==> src/rtl/spq_pkg.sv <==
// ----------------------------------------------------------------------------
// spq_pkg
// Types and codes shared by the sorted priority queue modules.
// ----------------------------------------------------------------------------
`timescale 1ns / 1ps

package spq_pkg;

    localparam int VALUE_W = 32;
    localparam int PRIO_W  = 16;

    // Operation codes carried on s_tuser
    localparam logic KIND_ENQ = 1'b0;
    localparam logic KIND_DEQ = 1'b1;

    // Result status carried on m_tuser
    typedef enum logic [1:0] {
        ST_ENQUEUED = 2'd0,
        ST_FULL     = 2'd1,
        ST_DEQUEUED = 2'd2,
        ST_EMPTY    = 2'd3
    } status_t;

    // Contents of one queue slot
    typedef struct packed {
        logic                      valid;
        logic [VALUE_W-1:0]        value;
        logic signed [PRIO_W-1:0]  prio;
    } entry_t;

    // Operation broadcast to every cell
    typedef struct packed {
        logic                      enq;
        logic                      deq;
        logic [VALUE_W-1:0]        value;
        logic signed [PRIO_W-1:0]  prio;
    } cmd_t;

endpackage

==> src/rtl/spq_cell.sv <==
// ----------------------------------------------------------------------------
// spq_cell
// One slot of the sorted queue: compares against the new priority and
// shifts toward the tail on insert or toward the head on removal.
// ----------------------------------------------------------------------------
`timescale 1ns / 1ps

module spq_cell (
    input  logic           clk,
    input  logic           rst_n,
    input  spq_pkg::cmd_t  cmd,
    input  spq_pkg::entry_t left_entry,  // neighbor toward the head
    input  logic           left_disp,   // neighbor gives way to the new word
    input  spq_pkg::entry_t right_entry, // neighbor toward the tail
    output spq_pkg::entry_t entry,
    output logic           disp
);
    import spq_pkg::*;

    logic                     valid_reg, valid_next;
    logic [VALUE_W-1:0]       value_reg, value_next;
    logic signed [PRIO_W-1:0] prio_reg, prio_next;

    // Give way when empty or holding a priority not above the new one
    assign disp = !valid_reg || (prio_reg <= cmd.prio);

    always_comb
    begin
        valid_next = valid_reg;
        value_next = value_reg;
        prio_next  = prio_reg;
        if (cmd.enq && disp)
        begin
            valid_next = left_entry.valid;
            if (left_disp)
            begin
                value_next = left_entry.value;
                prio_next  = left_entry.prio;
            end
            else
            begin
                value_next = cmd.value;
                prio_next  = cmd.prio;
            end
        end
        else if (cmd.deq)
        begin
            valid_next = right_entry.valid;
            value_next = right_entry.value;
            prio_next  = right_entry.prio;
        end
    end

    // Hold occupancy under reset
    always_ff @(posedge clk or negedge rst_n)
    begin
        if (!rst_n)
            valid_reg <= 1'b0;
        else
            valid_reg <= valid_next;
    end

    // Hold slot payload
    always_ff @(posedge clk)
    begin
        value_reg <= value_next;
        prio_reg  <= prio_next;
    end

    assign entry.valid = valid_reg;
    assign entry.value = value_reg;
    assign entry.prio  = prio_reg;

endmodule

==> src/rtl/sorted_priority_queue.sv <==
// ----------------------------------------------------------------------------
// sorted_priority_queue
// Bounded priority queue held sorted in a row of cells, highest priority at
// the head; equal priorities leave newest first.
// ----------------------------------------------------------------------------
//  channel | dir | tdata                          | tuser
//  s_*     | in  | item_value, item_priority      | kind (0 enq, 1 deq)
//  m_*     | out | out_value, out_priority        | status
//
//  Every cell compares and shifts in parallel at the accepting edge, which
//  also loads the result register; the result shows on m_* in the cycle
//  after.
//  A new word is taken while the output register is empty or being drained.
//  rst_n clears all occupancy bits and the output valid; slot payload is kept.
//  A stall on m_tready holds the result and blocks s_tready only while held.
// ----------------------------------------------------------------------------
`timescale 1ns / 1ps

module sorted_priority_queue #(
    parameter int DEPTH = 16
) (
    input  logic        clk,
    input  logic        rst_n,
    input  logic        s_tvalid,
    output logic        s_tready,
    input  logic [47:0] s_tdata,   // [31:0] item_value, [47:32] item_priority
    input  logic [0:0]  s_tuser,   // [0] kind
    output logic        m_tvalid,
    input  logic        m_tready,
    output logic [47:0] m_tdata,   // [31:0] out_value, [47:32] out_priority
    output logic [1:0]  m_tuser    // [1:0] status
);
    import spq_pkg::*;

    cmd_t   cmd;
    entry_t cells   [DEPTH];
    logic   disps   [DEPTH];
    logic   accept, full, empty;

    logic                     out_valid_reg, out_valid_next;
    status_t                  status_reg, status_next;
    logic [VALUE_W-1:0]       out_value_reg, out_value_next;
    logic signed [PRIO_W-1:0] out_prio_reg, out_prio_next;

    assign s_tready = !out_valid_reg || m_tready;
    assign accept   = s_tvalid && s_tready;
    assign full     = cells[DEPTH-1].valid;
    assign empty    = !cells[0].valid;

    // Broadcast the operation to every cell
    assign cmd.enq   = accept && (s_tuser[0] == KIND_ENQ) && !full;
    assign cmd.deq   = accept && (s_tuser[0] == KIND_DEQ) && !empty;
    assign cmd.value = s_tdata[31:0];
    assign cmd.prio  = s_tdata[47:32];

    // Chain of slots, head at index zero
    for (genvar i = 0; i < DEPTH; i++)
    begin : g_cell
        entry_t left_e, right_e;
        logic   left_d;
        if (i == 0)
        begin : g_head
            assign left_e = '{valid: 1'b1, value: '0, prio: '0};
            assign left_d = 1'b0;
        end
        else
        begin : g_mid
            assign left_e = cells[i-1];
            assign left_d = disps[i-1];
        end
        if (i == DEPTH - 1)
        begin : g_tail
            assign right_e = '{valid: 1'b0, value: '0, prio: '0};
        end
        else
        begin : g_inner
            assign right_e = cells[i+1];
        end
        spq_cell u_cell (
            .clk         (clk),
            .rst_n       (rst_n),
            .cmd         (cmd),
            .left_entry  (left_e),
            .left_disp   (left_d),
            .right_entry (right_e),
            .entry       (cells[i]),
            .disp        (disps[i])
        );
    end

    // Form the result word
    always_comb
    begin
        out_valid_next = out_valid_reg && !m_tready;
        status_next    = status_reg;
        out_value_next = out_value_reg;
        out_prio_next  = out_prio_reg;
        if (accept)
        begin
            out_valid_next = 1'b1;
            out_value_next = '0;
            out_prio_next  = '0;
            if (s_tuser[0] == KIND_ENQ)
                status_next = full ? ST_FULL : ST_ENQUEUED;
            else if (empty)
                status_next = ST_EMPTY;
            else
            begin
                status_next    = ST_DEQUEUED;
                out_value_next = cells[0].value;
                out_prio_next  = cells[0].prio;
            end
        end
    end

    // Hold output valid under reset
    always_ff @(posedge clk or negedge rst_n)
    begin
        if (!rst_n)
            out_valid_reg <= 1'b0;
        else
            out_valid_reg <= out_valid_next;
    end

    // Hold output payload
    always_ff @(posedge clk)
    begin
        status_reg    <= status_next;
        out_value_reg <= out_value_next;
        out_prio_reg  <= out_prio_next;
    end

    assign m_tvalid = out_valid_reg;
    assign m_tdata  = {out_prio_reg, out_value_reg};
    assign m_tuser  = status_reg;

endmodule

==> config.mk <==
export PLATFORM = sky130hd
export DESIGN_NAME = sorted_priority_queue
export DESIGN_NICKNAME = d
export VERILOG_FILES = /design/src/rtl/spq_pkg.sv /design/src/rtl/spq_cell.sv /design/src/rtl/sorted_priority_queue.sv
export SDC_FILE = /design/constraint.sdc
export NUM_CORES = 2
export LEC_CHECK = 0
export BUFFER_PORTS_ARGS = -buffer_cell sky130_fd_sc_hd__buf_2
export CAP_MARGIN = 15
export CORE_AREA = 2 2 320 259
export DETAILED_ROUTE_END_ITERATION = 6
export DIE_AREA = 0 0 322 261
export PLACE_DENSITY = 0.93
export SYNTH_ARGS = -nofsm -noshare
export SYNTH_HDL_FRONTEND = slang
export SYNTH_SLANG_ARGS = --single-unit
==> constraint.sdc <==
create_clock -name clk -period 7.99 [get_ports clk]
set_input_delay 0.799 -clock clk [delete_from_list [all_inputs] [get_ports clk]]
set_output_delay 0.799 -clock clk [all_outputs]
set_load 0.005 [all_outputs]
* Yosys cells after proc, flatten, opt, wreduce, memory -nomap -nowiden
Cells that the tools add are included.
Widths: inputs -> output; s select.
** Storage, ports and cells
- Register bits :: 835
- Output and inout bits :: 52
- Logic and storage cells :: 273
- Input bits :: 53
** Cells by class
- Bitwise gates (word level) :: 1
- Reduce and logical (&&, ||, !) cells :: 74
- $lt $le $gt $ge :: 16
- Muxes and demuxes :: 130
** Operators with widths (count)
- $mux 32 :: 47
- $mux 16 :: 47
- $le 16x16->1 :: 16
- $mux 1 :: 35
- $reduce_bool 2->1 :: 16
- $logic_and 1x1->1 :: 22
- $logic_not 1->1 :: 18
- $logic_or 1x1->1 :: 17
- $mux 2 :: 1
- $reduce_and 2->1 :: 1
- $not 1->1 :: 1

* Logic depth before layout (Yosys ltp)
- Depth after elaboration :: 7
- Gate-level depth with buffers :: 13
- Depth with buffers taken out :: 9

* By module
From an unflattened synthesis, not the netlist that was laid out.
** Unflattened totals
- Cells, all modules :: 9278
- Area, all modules :: 80564.8 um^2
** Modules (own cells, without submodules)
- spq_cell at g_cell[1].u_cell ... :: area an instance 6322.3 um^2, instances 9, cells each 831, sequential area each 1466.4 um^2
- spq_cell at g_cell[0].u_cell ... :: area an instance 3098.0 um^2, instances 7, cells each 240, sequential area each 1466.4 um^2
- sorted_priority_queue :: area an instance 1978.1 um^2, instances 1, cells each 119, sequential area each 1526.5 um^2

* Least setup slack after synthesis
Ideal clock, no wire load.
- Path kind :: input port to flip-flop
- Start :: input port s_tdata[45]
- End :: register g_cell[7].u_cell.prio_reg[0], enable pin
- Data required time :: 7470 ps
- Stages on the path :: 12
- Path slack :: 854 ps
- Arrival time :: 6616 ps
- Library setup time :: 520 ps
- Cell sequence :: clkbuf_1 -> inv_1 -> ha_1 -> a21o_1 -> a2111oi_0 -> o21ai_1 -> or3_1 -> and3_1 -> buf_2 -> buf_4 -> buf_4 -> o21ai_0
** On the way
- Word-level cells in the longest chain between the ends :: 4
** RTL lines
- start: declaration :: RTL line sorted_priority_queue.sv:26 : input logic [47:0] s_tdata,
- $le 16x16->1 :: RTL line spq_cell.sv:25 : assign disp = !valid_reg || (prio_reg <= cmd.prio);
- $logic_or 1x1->1 :: RTL line spq_cell.sv:25
- $logic_and 1x1->1 :: RTL line spq_cell.sv:32 : if (cmd.enq && disp)
- $reduce_bool 2->1 (no source line)
- end signal: assignment :: RTL line spq_cell.sv:67 : prio_reg <= prio_next;
- end: declaration :: RTL line spq_cell.sv:22 : logic signed [PRIO_W-1:0] prio_reg, prio_next;
Every way passes these cells.
A chain may end at the register's enable or synchronous reset.

* Final worst setup path
- Start :: input port s_tdata[47]
- End :: register g_cell[0].u_cell.value_reg[11], data pin
** On the way
- Word-level cells in the longest chain between the ends :: 4
** RTL lines
- $le 16x16->1 :: RTL line spq_cell.sv:25
- $logic_or 1x1->1 :: RTL line spq_cell.sv:25
- $logic_and 1x1->1 :: RTL line spq_cell.sv:32
- $mux 32 :: RTL line spq_cell.sv:32
- named net g_cell[0].u_cell.value_next[11] :: RTL line spq_cell.sv:21 : logic [VALUE_W-1:0] value_reg, value_next;
- end signal: assignment :: RTL line spq_cell.sv:66 : value_reg <= value_next;
- end: declaration :: RTL line spq_cell.sv:21
The timed path passes the listed nets, and every way through them passes these cells.

==> results.txt <==
The flow ran to the end, but the final reports show violations. The final reports fail on design-rule violations. The max-cap violation count came out at 0. The initial antenna violation count came out at 5.

The library cell used most frequently in the layout, excluding fill and tap cells, is sky130_fd_sc_hd__edfxtp_1. The post-route clock period utilization came out at between 60% and 70%. The deepest level of the CTS H-tree came out at 3.

The sum of negative setup slack came out at 0 ps. Wire segments on met2 add up to 68,800 µm in the final route. The synthesized instance count is 4,779. The number of register bits inferred by synthesis is 835. The arrival time of data at the critical path endpoint came out at ~5700 ps. The number of global-route vias before repair came out at around 43,000.

The I/O pin count is 105. The HPWL after detailed placement came out at ~98,000 µm. Routed signal wires occupy layers up through met5. The maximum number of pins on one net before global-route repair came out at 99. In this run the power spent charging and discharging nets is between 0.006 and 0.007 W. In the final layout, the share of cells above drive strength 1 is between 10 and 15%.

The number of flip-flops under the largest register name is roughly 500. The total overflow left after global routing is 0. When the netlist entered floorplanning its net count stood at slightly above 5,000. Setup repair after global routing left no endpoint under its margin. The max-slew violation count is 0.

The area of the core is 0.0812 mm². The flip-flop cell with the highest count after synthesis is sky130_fd_sc_hd__edfxtp_1. The count of vias placed by the detailed router came out at approximately 44,000.

The first-pass detailed-route iteration total came out at 7. The average size of a mapped cell came out at between 10 and 15 µm². The maximum VDD drop came out at 255 µV. The number of rows created at floorplan came out at 94. The most critical setup path has its startpoint at s_tdata[47]. Wire segments on met3 add up to about 28,000 µm in the final route.

The number of placed instances with taps included is around 5,500. The sort of element at the end of the critical path is a flip-flop. The maximum fanout encountered on the critical timing path came out at 61. The global-route usage over all layers came out at 37.1%. The count of endpoints failing hold in the final timing report came to 0. In this run switching power makes up 37.7% of total power. The first-pass GRT wire length came out at between 200,000 and 250,000 µm. The critical path required time came out at roughly 8400 ps. The wire length after detailed routing came out at ~160,000 µm. The worst hold path belongs to the class input port to asynchronous set/reset pin. The worst setup path is of the input port to flip-flop kind. In the final routing, the length of wire on met1 measures roughly 56,000 µm. The synthesis-to-finish area growth came out at 7.44%.

The count of cell types in the netlist is 77. The final standard cell count with taps included and fillers excluded is between 5,000 and 6,000. The sequential share of power is ~39%. TritonCTS built the clock tree. After clock tree synthesis, the setup repair step added 0 buffers. Buffers inserted to repair hold after CTS numbered 0. The number of failing setup endpoints in the final timing report came out at 0. The number of warnings printed during yosys synthesis came out at 0. The worst setup skew after layout came out at ~18 ps. The total number of nets in the final design is about 4,900.

The post-detailed-route DRC marker count is 62. The area of the die came out at between 0.08 and 0.09 mm². For this block, the initial DRC count from the detailed router was roughly 8,300. The maximum clock frequency is 189 MHz. The leakage power came out at approximately 21 nW.

At the later pin of the worst-skew pair, clock insertion delay measures 690 ps. The proportion of synthesized flip-flops having asynchronous set or reset is under 10%. For the pin with the worst max-slew slack, the measured transition is 1150 ps. Sequential elements use ~50% of the synthesized area. The post-detailed-route count of antenna-violating nets is 0. The clock buffer count from CTS came out at a little under 90. The routed via count divided by cell count came out at just under 8. STA classifies the critical path startpoint as an input port. The clock network burns 25.7% of the power. The detail-routed net length per standard cell is around 28 µm. The CTS clock-pin slew for the worst setup and hold paths came out at 60 ps.

The post-synth design cell area is about 0.051 mm². The internal portion of total power is 0.0108 W. The number of port buffers is 104. Counting every sink on the clock net gives between 800 and 900. Per report_power, the combinational group accounts for a little over a third of the total. The worst reg2reg path startpoint is g_cell[0].u_cell.prio_reg[15].

The worst path in the final design needs a cycle of around 5300 ps, including I/O delays and setup. The worst-case clock buffer depth is 3. The number of enable flip-flop cells after synthesis came out at approximately 800. The starting density of the core is about 63%. The chip width came out at 322 µm. The library cells used most frequently in the layout, excluding fill and tap cells, are 818 x sky130_fd_sc_hd__edfxtp_1, 494 x sky130_fd_sc_hd__o21ai_0, 436 x sky130_fd_sc_hd__mux2i_1. The buffer cell driving the clock tree root is sky130_fd_sc_hd__clkbuf_16. The max-slew headroom at the worst pin is roughly 23%.

In this run the power density over the cells is 315 mW/mm². The number of inserted filler cells in the final layout is 5,165. The post-cts resize count came out at 0. From bottom edge to top edge, the die measures approximately 260 µm.

The final weighted congestion in routability-driven placement came out at 0.949.
## layout make-up
class / instances / area (µm²) / area share [%]
inverter: 53 / 199 / 0.361
antenna: 3 / 7.51 / 0.0136
tap: 1056 / 1320 / 2.40
sequential: 835 / 25000 / 45.4
multi-input combinational: 3408 / 24300 / 44.2
clock buffer: 103 / 2300 / 4.18
timing repair buffer: 187 / 1170 / 2.12
clock inverter: 62 / 758 / 1.38
## cell families after synthesis
| logic type | synth area share (%) |
|---|---|
| fa+ha+maj | 5.86 |
| flops | 48.8 |
| xor+xnor | 0.0171 |
| buf+inv | 4.45 |
| simple gates | 9.09 |
| compound gates | 16.9 |
| mux | 14.9 |
## cells in the mapped netlist (6+ instances only)
library cell | instances | area, µm²
sky130_fd_sc_hd__nand2b_1 | 14 | 87.6
sky130_fd_sc_hd__o22a_1 | 47 | 412
sky130_fd_sc_hd__nor2b_1 | 23 | 144
sky130_fd_sc_hd__clkbuf_1 | 340 | 1280
sky130_fd_sc_hd__buf_2 | 87 | 435
sky130_fd_sc_hd__o31ai_1 | 51 | 383
sky130_fd_sc_hd__a211oi_1 | 11 | 82.6
sky130_fd_sc_hd__edfxtp_1 | 818 | 24600
sky130_fd_sc_hd__dfrtp_1 | 17 | 425
sky130_fd_sc_hd__buf_6 | 8 | 90.1
sky130_fd_sc_hd__o21ai_0 | 497 | 2490
sky130_fd_sc_hd__o21a_1 | 14 | 105
sky130_fd_sc_hd__a31oi_1 | 256 | 1600
sky130_fd_sc_hd__mux2_1 | 50 | 563
sky130_fd_sc_hd__and4_1 | 6 | 52.6
sky130_fd_sc_hd__mux2_2 | 241 | 2710
sky130_fd_sc_hd__o211ai_1 | 58 | 435
sky130_fd_sc_hd__a21o_1 | 39 | 293
sky130_fd_sc_hd__nor2_1 | 192 | 721
sky130_fd_sc_hd__a21oi_1 | 265 | 1330
sky130_fd_sc_hd__and2_1 | 36 | 225
sky130_fd_sc_hd__nand2_1 | 338 | 1270
sky130_fd_sc_hd__nor3_1 | 16 | 80.1
sky130_fd_sc_hd__nand4_1 | 49 | 307
sky130_fd_sc_hd__mux2i_1 | 436 | 4360
sky130_fd_sc_hd__o22ai_1 | 48 | 300
sky130_fd_sc_hd__inv_1 | 53 | 199
sky130_fd_sc_hd__nand3_1 | 249 | 1250
sky130_fd_sc_hd__nor4_1 | 6 | 37.5
sky130_fd_sc_hd__a22oi_1 | 93 | 698
sky130_fd_sc_hd__buf_1 | 21 | 78.8
sky130_fd_sc_hd__and3_1 | 50 | 313
sky130_fd_sc_hd__buf_4 | 27 | 203
sky130_fd_sc_hd__o21ai_1 | 11 | 55.1
sky130_fd_sc_hd__ha_1 | 240 | 3000
## power by group through the flow
stage	logic [W]	clock network, W	registers, W
3_3_place_gp	0.00546	0	0.00665
5_1_grt	0.00650	0.00458	0.00672
6_report	0.00619	0.00446	0.00669
4_1_cts	0.00592	0.00443	0.00663
3_5_place_dp	0.00578	0	0.00669
2_1_floorplan	0.00442	0	0.00643
## per-stage QoR
step	worst slack (ps)	area [µm²]	util [%]	power, W	hold WS, ps
after global routing	2690	55100	67.9	0.0178	161
after CTS	2940	55000	67.8	0.0170	140
final	2690	55100	67.9	0.0173	154
after detailed placement	2270	52000	64.1	0.0125	525
after floorplan	854	51300	-	0.0109	480
after global placement	2520	52000	64.1	0.0121	513
## routing by layer
layer / vias up / track usage, %
met3: 888 / 11.5
met2: 4737 / 55.2
met5: - / 0
met1: 20423 / 50.0
li1: 17905 / -
met4: 4 / 17.2
## worst max-delay path, stage by stage
cell                      delay, ps
sky130_fd_sc_hd__buf_2          320
sky130_fd_sc_hd__inv_1          550
sky130_fd_sc_hd__ha_4           970
sky130_fd_sc_hd__nand4_1        360
sky130_fd_sc_hd__or3_1          440
sky130_fd_sc_hd__a21oi_1        340
sky130_fd_sc_hd__nor3_4         210
sky130_fd_sc_hd__xnor2_1        210
sky130_fd_sc_hd__o21ai_4        400
sky130_fd_sc_hd__buf_4          640
sky130_fd_sc_hd__mux2_1         390
## final timing paths
path                                                  end  slack [ps]  depth (start not counted)
hold / removal                g_cell[15].u_cell.valid_reg         150                          1
hold reg to reg             g_cell[14].u_cell.prio_reg[2]         550                          2
min in group clk                                 m_tvalid         340                          2
max in group asynchronous      g_cell[7].u_cell.valid_reg        7400                          1
setup / recovery           g_cell[0].u_cell.value_reg[11]        2690                         11
setup reg to reg           g_cell[0].u_cell.value_reg[11]        3360                          9
Note: power is estimated with default switching activity, not from simulation.
